[src/sv/iirpe_pkg.sv]
// shared types and constants of the iir position estimator
`default_nettype none

package iirpe_pkg;

    // coefficient format, output scaling and filter sizes
    localparam int COEF_W     = 24;
    localparam int FRAC_SHIFT = 19;
    localparam int EST_W      = 24;
    localparam int NUM_COEF   = 7;
    localparam int HIST_DEPTH = 5;
    localparam int IDX_W      = 3;

    // register indexes
    localparam logic [IDX_W-1:0] REG_B_NOW   = 3'd0;
    localparam logic [IDX_W-1:0] REG_B_PREV  = 3'd1;
    localparam logic [IDX_W-1:0] REG_A_LAG1  = 3'd2;
    localparam logic [IDX_W-1:0] REG_A_LAG2  = 3'd3;
    localparam logic [IDX_W-1:0] REG_A_LAG3  = 3'd4;
    localparam logic [IDX_W-1:0] REG_A_LAG4  = 3'd5;
    localparam logic [IDX_W-1:0] REG_A_LAG5  = 3'd6;

    // reset coefficients in register order, q4.19
    localparam logic signed [COEF_W-1:0] COEF_RESET [NUM_COEF] = '{
        24'sd0,
        24'sd10124,
        -24'sd1905787,
        24'sd2979529,
        -24'sd2475164,
        24'sd1084228,
        -24'sd198810
    };

    // one result item
    typedef struct packed {
        logic signed [EST_W-1:0] estimate;
        logic                    saturated;
    } out_item_t;

endpackage

`default_nettype wire

[src/sv/iirpe_cell.sv]
// one delay cell: holds a delayed value and weights it by its coefficient
`default_nettype none

module iirpe_cell #(
    parameter int DATA_W = 24
) (
    input  wire logic                                   aclk,
    input  wire logic                                   aresetn,
    input  wire logic                                   shift_en,
    input  wire logic signed [DATA_W-1:0]               din,
    input  wire logic signed [iirpe_pkg::COEF_W-1:0]    coef,
    output logic signed [DATA_W-1:0]                    dout,
    output logic signed [iirpe_pkg::COEF_W+DATA_W-1:0]  prod
);

    logic signed [DATA_W-1:0] value_reg;
    logic signed [DATA_W-1:0] value_next;

    // take the neighbor's value on every accepted transaction
    always_comb begin
        value_next = value_reg;
        if (shift_en) begin
            value_next = din;
        end
    end

    always_ff @(posedge aclk) begin
        if (!aresetn) begin
            value_reg <= '0;
        end else begin
            value_reg <= value_next;
        end
    end

    // exact product of the held value and the coefficient
    assign prod = coef * value_reg;
    assign dout = value_reg;

endmodule

`default_nettype wire

[config.mk]
export PLATFORM = sky130hd
export DESIGN_NAME = iirpe_cell
export DESIGN_NICKNAME = d
export VERILOG_FILES = /design/src/sv/iirpe_pkg.sv /design/src/sv/iirpe_cell.sv
export SDC_FILE = /design/constraint.sdc
export NUM_CORES = 2
export LEC_CHECK = 0
export ABC_AREA = 1
export BUFFER_PORTS_ARGS = -buffer_cell sky130_fd_sc_hd__buf_2
export CORE_ASPECT_RATIO = 1.25
export CORE_MARGIN = 8
export CORE_UTILIZATION = 30
export CTS_CLUSTER_DIAMETER = 30
export DETAILED_ROUTE_END_ITERATION = 10
export PLACE_DENSITY = 0.55
export SKIP_CTS_REPAIR_TIMING = 1
export SYNTH_ARGS = -nofsm -noshare
export SYNTH_HDL_FRONTEND = slang
export SYNTH_SLANG_ARGS = --single-unit
[constraint.sdc]
create_clock -name aclk -period 8.5 [get_ports aclk]
set_input_delay 0.425 -clock aclk [delete_from_list [all_inputs] [get_ports aclk]]
set_output_delay 0.425 -clock aclk [all_outputs]
set_load 0.02 [all_outputs]
; ---- Word-level counts from Yosys, hierarchy flattened
; Index checks and enable logic that the tools add are counted.
[classes]
multipliers = 1
shift = 0
add_sub_neg = 0
n_eq_ne = 0
order_cmp = 0
reduce_logical = 0
bitwise_logic = 0
muxes = 0
div_mod_pow = 0
[ops]
columns = op, count
row1 = $mul 24x24->48, 1
[word_totals]
memories = 0
romBits = 0
out_inout_bits = 72
wordCells = 2
latch_bits = 0
ramBits = 0
inputBits = 51
regBits = 24

; ---- Logic depth before layout (Yosys ltp)
[depth]
ltp_word = 1
depth_mapped = 31
ltp_nobuf = 29

; ---- Worst setup path before layout
; Ideal clock, no wire load.
[synth_timing]
path_kind = register -> output
start = register value_reg[1] (netlist: dout[1])
end = output prod[47] (netlist bit)
required_time_ns = 8.075
n_path_buf = 2
arrival_time_ns = 6.570
setup_slack_ns = 1.505
stages_incl_launch_ff = 25
path_cell_list = dfxtp_1 clkbuf_1 clkbuf_1 nand2_1 inv_1 fa_1 fa_1 inv_1 fa_1 inv_1 fa_1 fa_1 inv_1 fa_1 inv_1 fa_1 ha_1 nand2_1 nor3_1 nand2_1 nor3_2 nand2_1 nand3_1 nand3_1 nand2_1
[synth_via]
elab_chain_len = 1
[synth_rtl]
columns = item, line
row1 = start: declaration, iirpe_cell.sv:16  ; logic signed [DATA_W-1:0] value_reg;
row2 = start signal: assignment, iirpe_cell.sv:31  ; value_reg <= value_next;
row3 = $mul 24x24->48, iirpe_cell.sv:36  ; assign prod = coef * value_reg;
row4 = end: declaration, iirpe_cell.sv:13  ; output logic signed [iirpe_pkg::COEF_W+DATA_W-1:0] prod
; Every way passes these cells.

; ---- Final worst setup path
[layout_timing]
start = input coef[23] (netlist bit)
end = output prod[47] (netlist bit)
[layout_via]
elab_chain_len = 1
[layout_rtl]
columns = item, line
row1 = start: declaration, iirpe_cell.sv:11  ; input wire logic signed [iirpe_pkg::COEF_W-1:0] coef,
row2 = $mul 24x24->48, iirpe_cell.sv:36
; Every way passes these cells.

==> run metrics <==
status=finished, final reports clean; TritonCTS Sinks=24; pre-CTS WS=just under 0.7 ns; Synth top cells by count=inv_1 (984), nand2_1 (833), fa_1 (607); Final ANT Viol Nets=0; CTS tree=yes; Layout Cells excl Fill=between 4k and 5k; Cells after Synth=3095; area taken by multi-input logic gates=~19000 sq um; Core Area=around 78000 sq um; largest net degree at the start of global routing=26; placed cells=around 4.2k; WL/cell=around 16 um; Total GRT Usage=between 10% and 20%; clock root cell=clkbuf_16; Arr. time, crit path=roughly 7.4 ns; Max-Cap Viols=0; die width=between 200 and 300 um; WP data required=slightly above 8 ns; Relative slew margins=between 20 and 30%; Netlist cell types=31; final setup vio count=0; Setup TNS=0 ns; Post-synth EDFFs=0; time the worst path needs with I/O delays and setup=just under 8 ns; synthesized flop and latch total=24; type of destination of the critical path=output port; YS warnings=0; Ports=roughly 120; nets@finish=about 3.9k; final wirelength=67900 um; Pins Over Slew Limit=0; Placer Congestion=about 0.9; worst setup margin=between 0.7 and 0.8 ns; R2R setup slack=just over 7 ns; dpl hpwl=58800 um; # rows=115; grt ovf=0; top-count cell post-synth=inv_1; ys async rst share=0%; Cell Area, Synth=about 24000 sq um; total die area=between 80000 and 90000 sq um; Hold WC Path Type=in2reg; Worst Max-Slew Pin Slew=1.05 ns; RSZ-0062 raised after global routing=no; DR vias/cell=roughly 4.4; Top FF cell, synth=dfxtp_1; design area=between 20000 and 30000 sq um; register area share after synthesis=roughly 2%; Post-route DRC=0; Antenna diodes=0; H-tree depth=1; Skew-Pair Late Insertion Delay=a little under 0.3 ns; filler cell count=between 8k and 9k; placed cell areas=25400 sq um; Final Hold Viols=0; number of global-route vias before repair=roughly 20k; Synth top area share=slightly above 50%; dominant cell type by area after synthesis=fa_1; Buffers on Ports=122; Largest register FFs=24; Syn Area/Cell=approximately 7.6 sq um; crit path max fanout=24; Synth area leaders=fa_1 (51%), inv_1 (16%), nand2_1 (13%), ha_1 (7.1%), nor2_1 (2.2%); via count=18.6k; worst setup path category=in2out; Vert. Die Dim=roughly 330 um; CP startpoint kind=input pin; TritonRoute pass-1 iters=5; layout cells sized above 1=under 10%; initial core utilization=between 30% and 40%; fmax=about 0.13 GHz; Worst-path clk slew=0.09 ns; DRT iter0 DRCs=1123; initial antenna violation count=2; Tcrit/Tclk final=approximately nine tenths; syn_nets=3887; Clock Path Buffers=2; TritonCTS buffer count=3; Final Skew=0 ns; Layout area overhead=7.98%; FF/Latch Area=around 480 sq um; first-pass GRT wire length=~110000 um
## placed cells by master (no fill, tap or decap), types with 6 or more instances in the layout
master   netlist  layout
buf_4          0      40
xnor2_1        6       6
nor2_1       137     137
nand2_2       12      12
buf_2          0     122
ha_1         134     134
o21ai_0       41      41
dfxtp_1       24      24
nand3_1       39      39
fa_1         607     607
nor3_1         7       7
nand2_1      833     833
o21ai_1        6       6
xor2_1        26      26
nor2_2         6       6
a21oi_1       49      49
nand4_1       12      12
inv_1        984     984
inv_2         13      13
## worst paths after layout
path	cells after the start	startpoint	to
worst max-delay path	22	coef[23]	prod[47]
worst min-delay path	3	din[13]	dout[13]$_SDFFE_PN0P_
worst max register to register	3	dout[6]$_SDFFE_PN0P_	dout[6]$_SDFFE_PN0P_
worst min register to register	2	dout[11]$_SDFFE_PN0P_	dout[11]$_SDFFE_PN0P_
## layout make-up
| type | instances | area share (%) |
|---|---|---|
| Tap cell | 1053 | 5.16 |
| Multi-Input combinational cell | 1947 | 74.2 |
| Timing Repair Buffer | 163 | 3.65 |
| Clock inverter | 1 | 0.118 |
| Clock buffer | 3 | 0.294 |
| Sequential cell | 24 | 1.88 |
| Inverter | 999 | 14.7 |
## cell families after synthesis
group | count (synthesis) | synth area share [%]
adders and majority gates | 741 | 58.5
DFF | 24 | 2.03
and+or+nand+nor | 1065 | 17.9
AOI/OAI and AO/OA | 109 | 2.50
buffers and inverters | 1124 | 17.9
xor gates and xnor gates | 32 | 1.19
## worst max-delay path: stages
cell and delay, ns:
buf_2 0.42, nand2_1 0.16, inv_1 0.15, fa_1 0.54, fa_1 0.70, inv_1 0.21, fa_1 0.60, inv_1 0.41
fa_1 0.54, fa_1 0.57, fa_1 0.42, fa_1 0.44, ha_1 0.42, nand2_1 0.17, nor2_1 0.22, nand2_1 0.18
nor3_2 0.20, nand2_1 0.07, nand3_1 0.13, nand3_1 0.08, nand2_1 0.07, buf_2 0.18
## metal layers
layer	part of all wire [%]	track usage [%]	up-vias	routed length (um)
met5	0	0	-	0
met4	2.7	3.65	0	1800
met3	4.8	1.62	102	3240
met2	51	28.5	501	34500
met1	42	20.6	9393	28400
li1	-	-	8590	-
## metrics by stage
step           hold WS, ns  util [%]
6_report             0.347      32.5
5_1_grt              0.363      32.5
4_1_cts              0.343      32.5
3_5_place_dp         0.523      32.4
3_3_place_gp         0.507      32.4
2_1_floorplan        0.560         -
Power is left out: the tool's default activity adds up to more than one toggle a clock period on the data nets, which glitch-free logic cannot reach.
