--- src/sv/iirpe_pkg.sv ---
// shared types and constants of the iir position estimator
`default_nettype none

package iirpe_pkg;

    // coefficient format, output scaling and filter sizes
    localparam int COEF_W     = 24;
    localparam int FRAC_SHIFT = 19;
    localparam int EST_W      = 24;
    localparam int NUM_COEF   = 7;
    localparam int HIST_DEPTH = 5;
    localparam int IDX_W      = 3;

    // register indexes
    localparam logic [IDX_W-1:0] REG_B_NOW   = 3'd0;
    localparam logic [IDX_W-1:0] REG_B_PREV  = 3'd1;
    localparam logic [IDX_W-1:0] REG_A_LAG1  = 3'd2;
    localparam logic [IDX_W-1:0] REG_A_LAG2  = 3'd3;
    localparam logic [IDX_W-1:0] REG_A_LAG3  = 3'd4;
    localparam logic [IDX_W-1:0] REG_A_LAG4  = 3'd5;
    localparam logic [IDX_W-1:0] REG_A_LAG5  = 3'd6;

    // reset coefficients in register order, q4.19
    localparam logic signed [COEF_W-1:0] COEF_RESET [NUM_COEF] = '{
        24'sd0,
        24'sd10124,
        -24'sd1905787,
        24'sd2979529,
        -24'sd2475164,
        24'sd1084228,
        -24'sd198810
    };

    // one result item
    typedef struct packed {
        logic signed [EST_W-1:0] estimate;
        logic                    saturated;
    } out_item_t;

endpackage

`default_nettype wire

--- src/sv/iirpe_out_buf.sv ---
// two-entry result buffer that decouples the filter from the receiver
`default_nettype none

module iirpe_out_buf (
    input  wire logic                  aclk,
    input  wire logic                  aresetn,
    input  wire logic                  push,
    input  wire iirpe_pkg::out_item_t  push_item,
    input  wire logic                  pop,
    output logic                       full,
    output logic                       valid,
    output iirpe_pkg::out_item_t       head
);

    logic [1:0]           count_reg;
    logic [1:0]           count_next;
    iirpe_pkg::out_item_t head_reg;
    iirpe_pkg::out_item_t head_next;
    iirpe_pkg::out_item_t spare_reg;
    iirpe_pkg::out_item_t spare_next;

    // slot movement for push, pop or both
    always_comb begin
        count_next = count_reg;
        head_next  = head_reg;
        spare_next = spare_reg;
        if (push && !pop) begin
            count_next = count_reg + 2'd1;
            if (count_reg == 2'd0) begin
                head_next = push_item;
            end else begin
                spare_next = push_item;
            end
        end else if (pop && !push) begin
            count_next = count_reg - 2'd1;
            head_next  = spare_reg;
        end else if (pop && push) begin
            if (count_reg == 2'd1) begin
                head_next = push_item;
            end else begin
                head_next  = spare_reg;
                spare_next = push_item;
            end
        end
    end

    always_ff @(posedge aclk) begin
        if (!aresetn) begin
            count_reg <= 2'd0;
        end else begin
            count_reg <= count_next;
        end
    end

    always_ff @(posedge aclk) begin
        head_reg  <= head_next;
        spare_reg <= spare_next;
    end

    assign full  = (count_reg == 2'd2);
    assign valid = (count_reg != 2'd0);
    assign head  = head_reg;

endmodule

`default_nettype wire

--- config.mk ---
export PLATFORM = sky130hd
export DESIGN_NAME = iirpe_out_buf
export DESIGN_NICKNAME = d
export VERILOG_FILES = /design/src/sv/iirpe_pkg.sv /design/src/sv/iirpe_out_buf.sv
export SDC_FILE = /design/constraint.sdc
export NUM_CORES = 1
export LEC_CHECK = 0
export BUFFER_PORTS_ARGS = -buffer_cell sky130_fd_sc_hd__clkbuf_2
export CAP_MARGIN = 15
export CORE_ASPECT_RATIO = 1.5
export CORE_MARGIN = 1.5
export CORE_UTILIZATION = 40
export DETAILED_ROUTE_END_ITERATION = 16
export HOLD_SLACK_MARGIN = 0.12
export PLACE_DENSITY = 0.63
export SYNTH_ARGS = -nofsm -noshare
export SYNTH_HDL_FRONTEND = slang
export SYNTH_SLANG_ARGS = --single-unit
--- constraint.sdc ---
create_clock -name aclk -period 3.9 [get_ports aclk]
set_clock_uncertainty 0.05 [all_clocks]
set_input_delay 1.17 -clock aclk [delete_from_list [all_inputs] [get_ports aclk]]
set_output_delay 1.17 -clock aclk [all_outputs]
set_load 0.03 [all_outputs]
# Word level (Yosys, flattened, before mapping)
# Index checks and enable logic that the tools add are counted.
op_classes:
  muxes: 12
  add_sub_neg: 2
  n_reduce_logical: 12
  n_eq_ne: 6
op_table:
  columns: ["operator", "n"]
  rows:
  - ["two-way mux 25 bit", 10]
  - ["inequality test 2 bit (second input constant)", 3]
  - ["nonzero test 2 bit", 3]
  - ["two-way mux 2 bit", 2]
  - ["AND reduction 4 bit", 1]
  - ["logical AND 1 bit", 3]
  - ["nonzero test 3 bit", 1]
  - ["adder 2 x 1 -> 2 bit (second input constant)", 1]
  - ["equality test 2 x 1 -> 1 bit (second input constant)", 1]
  - ["equality test 2 bit (second input constant)", 1]
  - ["zero test 1 bit", 2]
  - ["zero test 2 bit", 1]
  - ["inequality test 2 x 1 -> 1 bit (second input constant)", 1]
  - ["AND reduction 2 bit", 1]
  - ["subtractor 2 x 1 -> 2 bit (second input constant)", 1]
word_totals:
  inputBits: 29
  word_cells: 37
  output_inout_bits: 27
  ff_bits: 52

# Logic depth before layout (Yosys ltp)
depth:
  word_depth: 5
  depth_mapped: 6
  depth_no_buf: 5

# Least setup slack after synthesis
# Ideal clock, no wire load.
synth_path:
  path_kind: "input to register"
  startpoint: "in pop"
  endpoint: "reg head_reg (netlist bit head[0]), enable pin"
  slack_ps: 704
  t_required_ps: 3435
  path_buffers: 0
  t_arrival_ps: 2731
  stages: 3
  cell_sequence: "inv_1 ha_1 a21oi_1"
synth_between:
  elab_chain_len: 4
synth_rtl:
  columns: ["item", "line", "rtl"]
  rows:
  - ["start: declaration", "iirpe_out_buf.sv:9", "input wire logic pop,"]
  - ["zero test 1 bit", "iirpe_out_buf.sv:27", "if (push && !pop) begin"]
  - ["logical AND 1 bit", "iirpe_out_buf.sv:27", null]
  - ["inequality test 2 x 1 -> 1 bit (no source line) or nonzero test 3 bit (tied branches)", null, null]
  - ["AND reduction 2 bit (no source line) *", null, null]
  - ["end signal: assignment", "iirpe_out_buf.sv:56", "head_reg <= head_next;"]
  - ["end: declaration", "iirpe_out_buf.sv:17", "iirpe_pkg::out_item_t head_reg;"]
# Every way passes the cells marked *; elsewhere a longest branch is shown, timed or not.
# A chain may end at the register's enable or synchronous reset.

==> summary.md <==
| Metric | Value |
|---|---|
| Clk root buf | clkbuf_8 |
| I/O pin count | 56 |
| Yosys reg bits | 52 |
| Fin area | roughly 0.0026 mm2 |
| Part of the Yosys area used for sequential elements | roughly three quarters |
| Layout area overhead | 22.8% |
| Crit end category | register |
| Fin crit period | 2690 ps |
| Post-Place Cell Area | around 0.0025 mm2 |
| Status | finished clean |
| Latest clock arrival within the worst-skew pair | about 300 ps |
| Total CTS buffers | 5 |
| GRT Total Usage | between 10% and 20% |
| Peak VDD IR | around 0.26 mV |
| Grt total ovfl | 0 |
| H-Tree Depth | 2 |
| First-pass GRT wire length | between 5000 and 6000 um |
| Vias in the first global route | 1161 |
| Routed WL | approximately 3400 um |
| DR iter-0 viols | 33 |
| WL/cell | 14.3 um |
| Synthesized area | roughly 0.0021 mm2 |
| Mean area per synthesized cell | 19.7 um2 |
| Clk pin slew, worst setup/hold paths | around 90 ps |
| PortBufs | 55 |
| Core ar. | just over 0.005 mm2 |
| CTS Hold Bufs | 0 |
| # rows | 32 |
| Top cell type's share of synthesized area | a little under three quarters |
| Fin Setup TNS | 0 ps |
| Max-cap violation count | 0 |
| Commonest non-fill, non-tap cell in the layout | clkbuf_2 |
| DRC viols | 0 |
| DRT antenna net count | 0 |
| Num Clock Sinks | 52 |
| CTS tree | yes |
| Max FO, Critical Path | 19 |
| Layout Nets | 209 |
| Critical R2R Launch | count_reg[1] |
| Critical Setup Path Class | primary input to register |
| Synth area leader | edfxtp_1 |
| Worst path arrival time | about 2700 ps |
| Slew @ Worst Pin | 780 ps |
| Number of gates resized after cts | 0 |
| Largest net degree at the start of global routing | 26 |
| Unique masters post-synth | 20 |
| Die width | around 62 um |
| Max Slew Vio Count | 0 |
| Area contributors post-synth | edfxtp_1 71%, mux2_2 8.0%, mux2_4 7.1%, ha_1 5.3%, dfxtp_1 1.9% |
| P per Cell Area | roughly 500 mW/mm2 |
| Die footprint | approximately 0.0057 mm2 |
| RSZ-0062 raised after global routing | no |
| Routed via count | between 1000 and 1500 |
| Syn_nets | between 100 and 150 |
| Height of the die | between 90 and 100 um |
| Antenna violations before repair | 0 |
| Hold crit path type | register to register |
| CTS Buffer Depth | 2 |
| Synth Instances | 107 |
| Post CTS Setup Buffer Count | 0 |
| Startpoint Class | primary input |
| Syn. warnings | 0 |
| WP data required | 3910 ps |
| Leak | roughly 1.1 nW |
| Vias/cell | around 4.7 |
| Final hold violation count | 0 |
| Final setup fails | 0 |
| Fraction of layout cells with a size suffix above 1 | between 50% and 60% |
| Fmax | 0.372 GHz |
| Hold_sp | count_reg[1] |
| GPL Wtd Cong | 0.710 |
| Relative slew slack | between 40 and 50% |
| Drt first pass iters | 4 |
| Worst setup startpoint | push |
| Final worst path period share | around 70% |
| # diodes | 0 |
| Starting density of the core | between 40 and 50% |
| Post-DP HPWL | 2540 um |
| Most frequent cells in the layout | 55 x clkbuf_2, 50 x edfxtp_1, 15 x mux2_2, 10 x mux2_4, 9 x ha_1 |
[power by group]
group          switching, mW  internal [mW]
combinational          0.156         0.0890
sequential            0.0162          0.681
clock                  0.167          0.190
total                  0.339          0.960
[per-stage QoR]
step / power, mW / worst slack [ps] / hold WS, ps / cells / util (%)
final: 1.30 / 1210 / 474 / 240 / 50.5
after floorplan: 0.885 / 704 / 430 / 107 / -
after global routing: 1.35 / 1110 / 517 / 240 / 50.5
after global placement: 0.948 / 990 / 453 / 232 / 48.4
after CTS: 1.31 / 1190 / 477 / 240 / 50.5
after detailed placement: 0.959 / 858 / 463 / 232 / 48.4
[critical path, stage by stage]
cell      delay, ps
clkbuf_2        110
inv_1            80
ha_1            210
inv_2            70
a21oi_4         630
mux2_2          420
[cells in the mapped netlist (all sizes together)]
cell type	instances
edfxtp	50
mux2	25
ha	9
inv	6
a21oi	3
nor2	3
dfxtp	2
a22oi	1
and3	1
buf	1
nand2	1
nand2b	1
nand3b	1
o21a	1
o21ai	1
xor2	1
[final cells by class]
cell class | instances | area, um2
timing repair buffer | 58 | 298
sequential | 52 | 1540
fill | 478 | 2530
clock inverter | 3 | 42.5
tap | 68 | 85.1
inverter | 6 | 22.5
clock buffer | 5 | 68.8
multi-input combinational | 48 | 532
[final timing paths]
kind         slack, ps           end  cells after the start
min                470  count_reg[1]                      2
min reg2reg        470  count_reg[1]                      2
max               1210      head[24]                      6
max reg2reg       1850      head[24]                      4
[metal layers]
layer	part of all wire [%]	track usage [%]
met4	2.0	6.11
met3	5.6	3.93
met5	0	0
met1	39	13.3
met2	54	23.8
[kinds of logic after synthesis]
logic type / Yosys count / synth area share [%]
xor gates and xnor gates: 1 / 0.415
AOI/OAI and AO/OA: 6 / 2.37
DFF: 52 / 73.1
buffers and inverters: 7 / 2.02
and+or+nand+nor: 7 / 1.66
adders and majority gates: 9 / 5.34
muxes: 25 / 15.1
No activity file was read; power rests on OpenSTA's default activity.
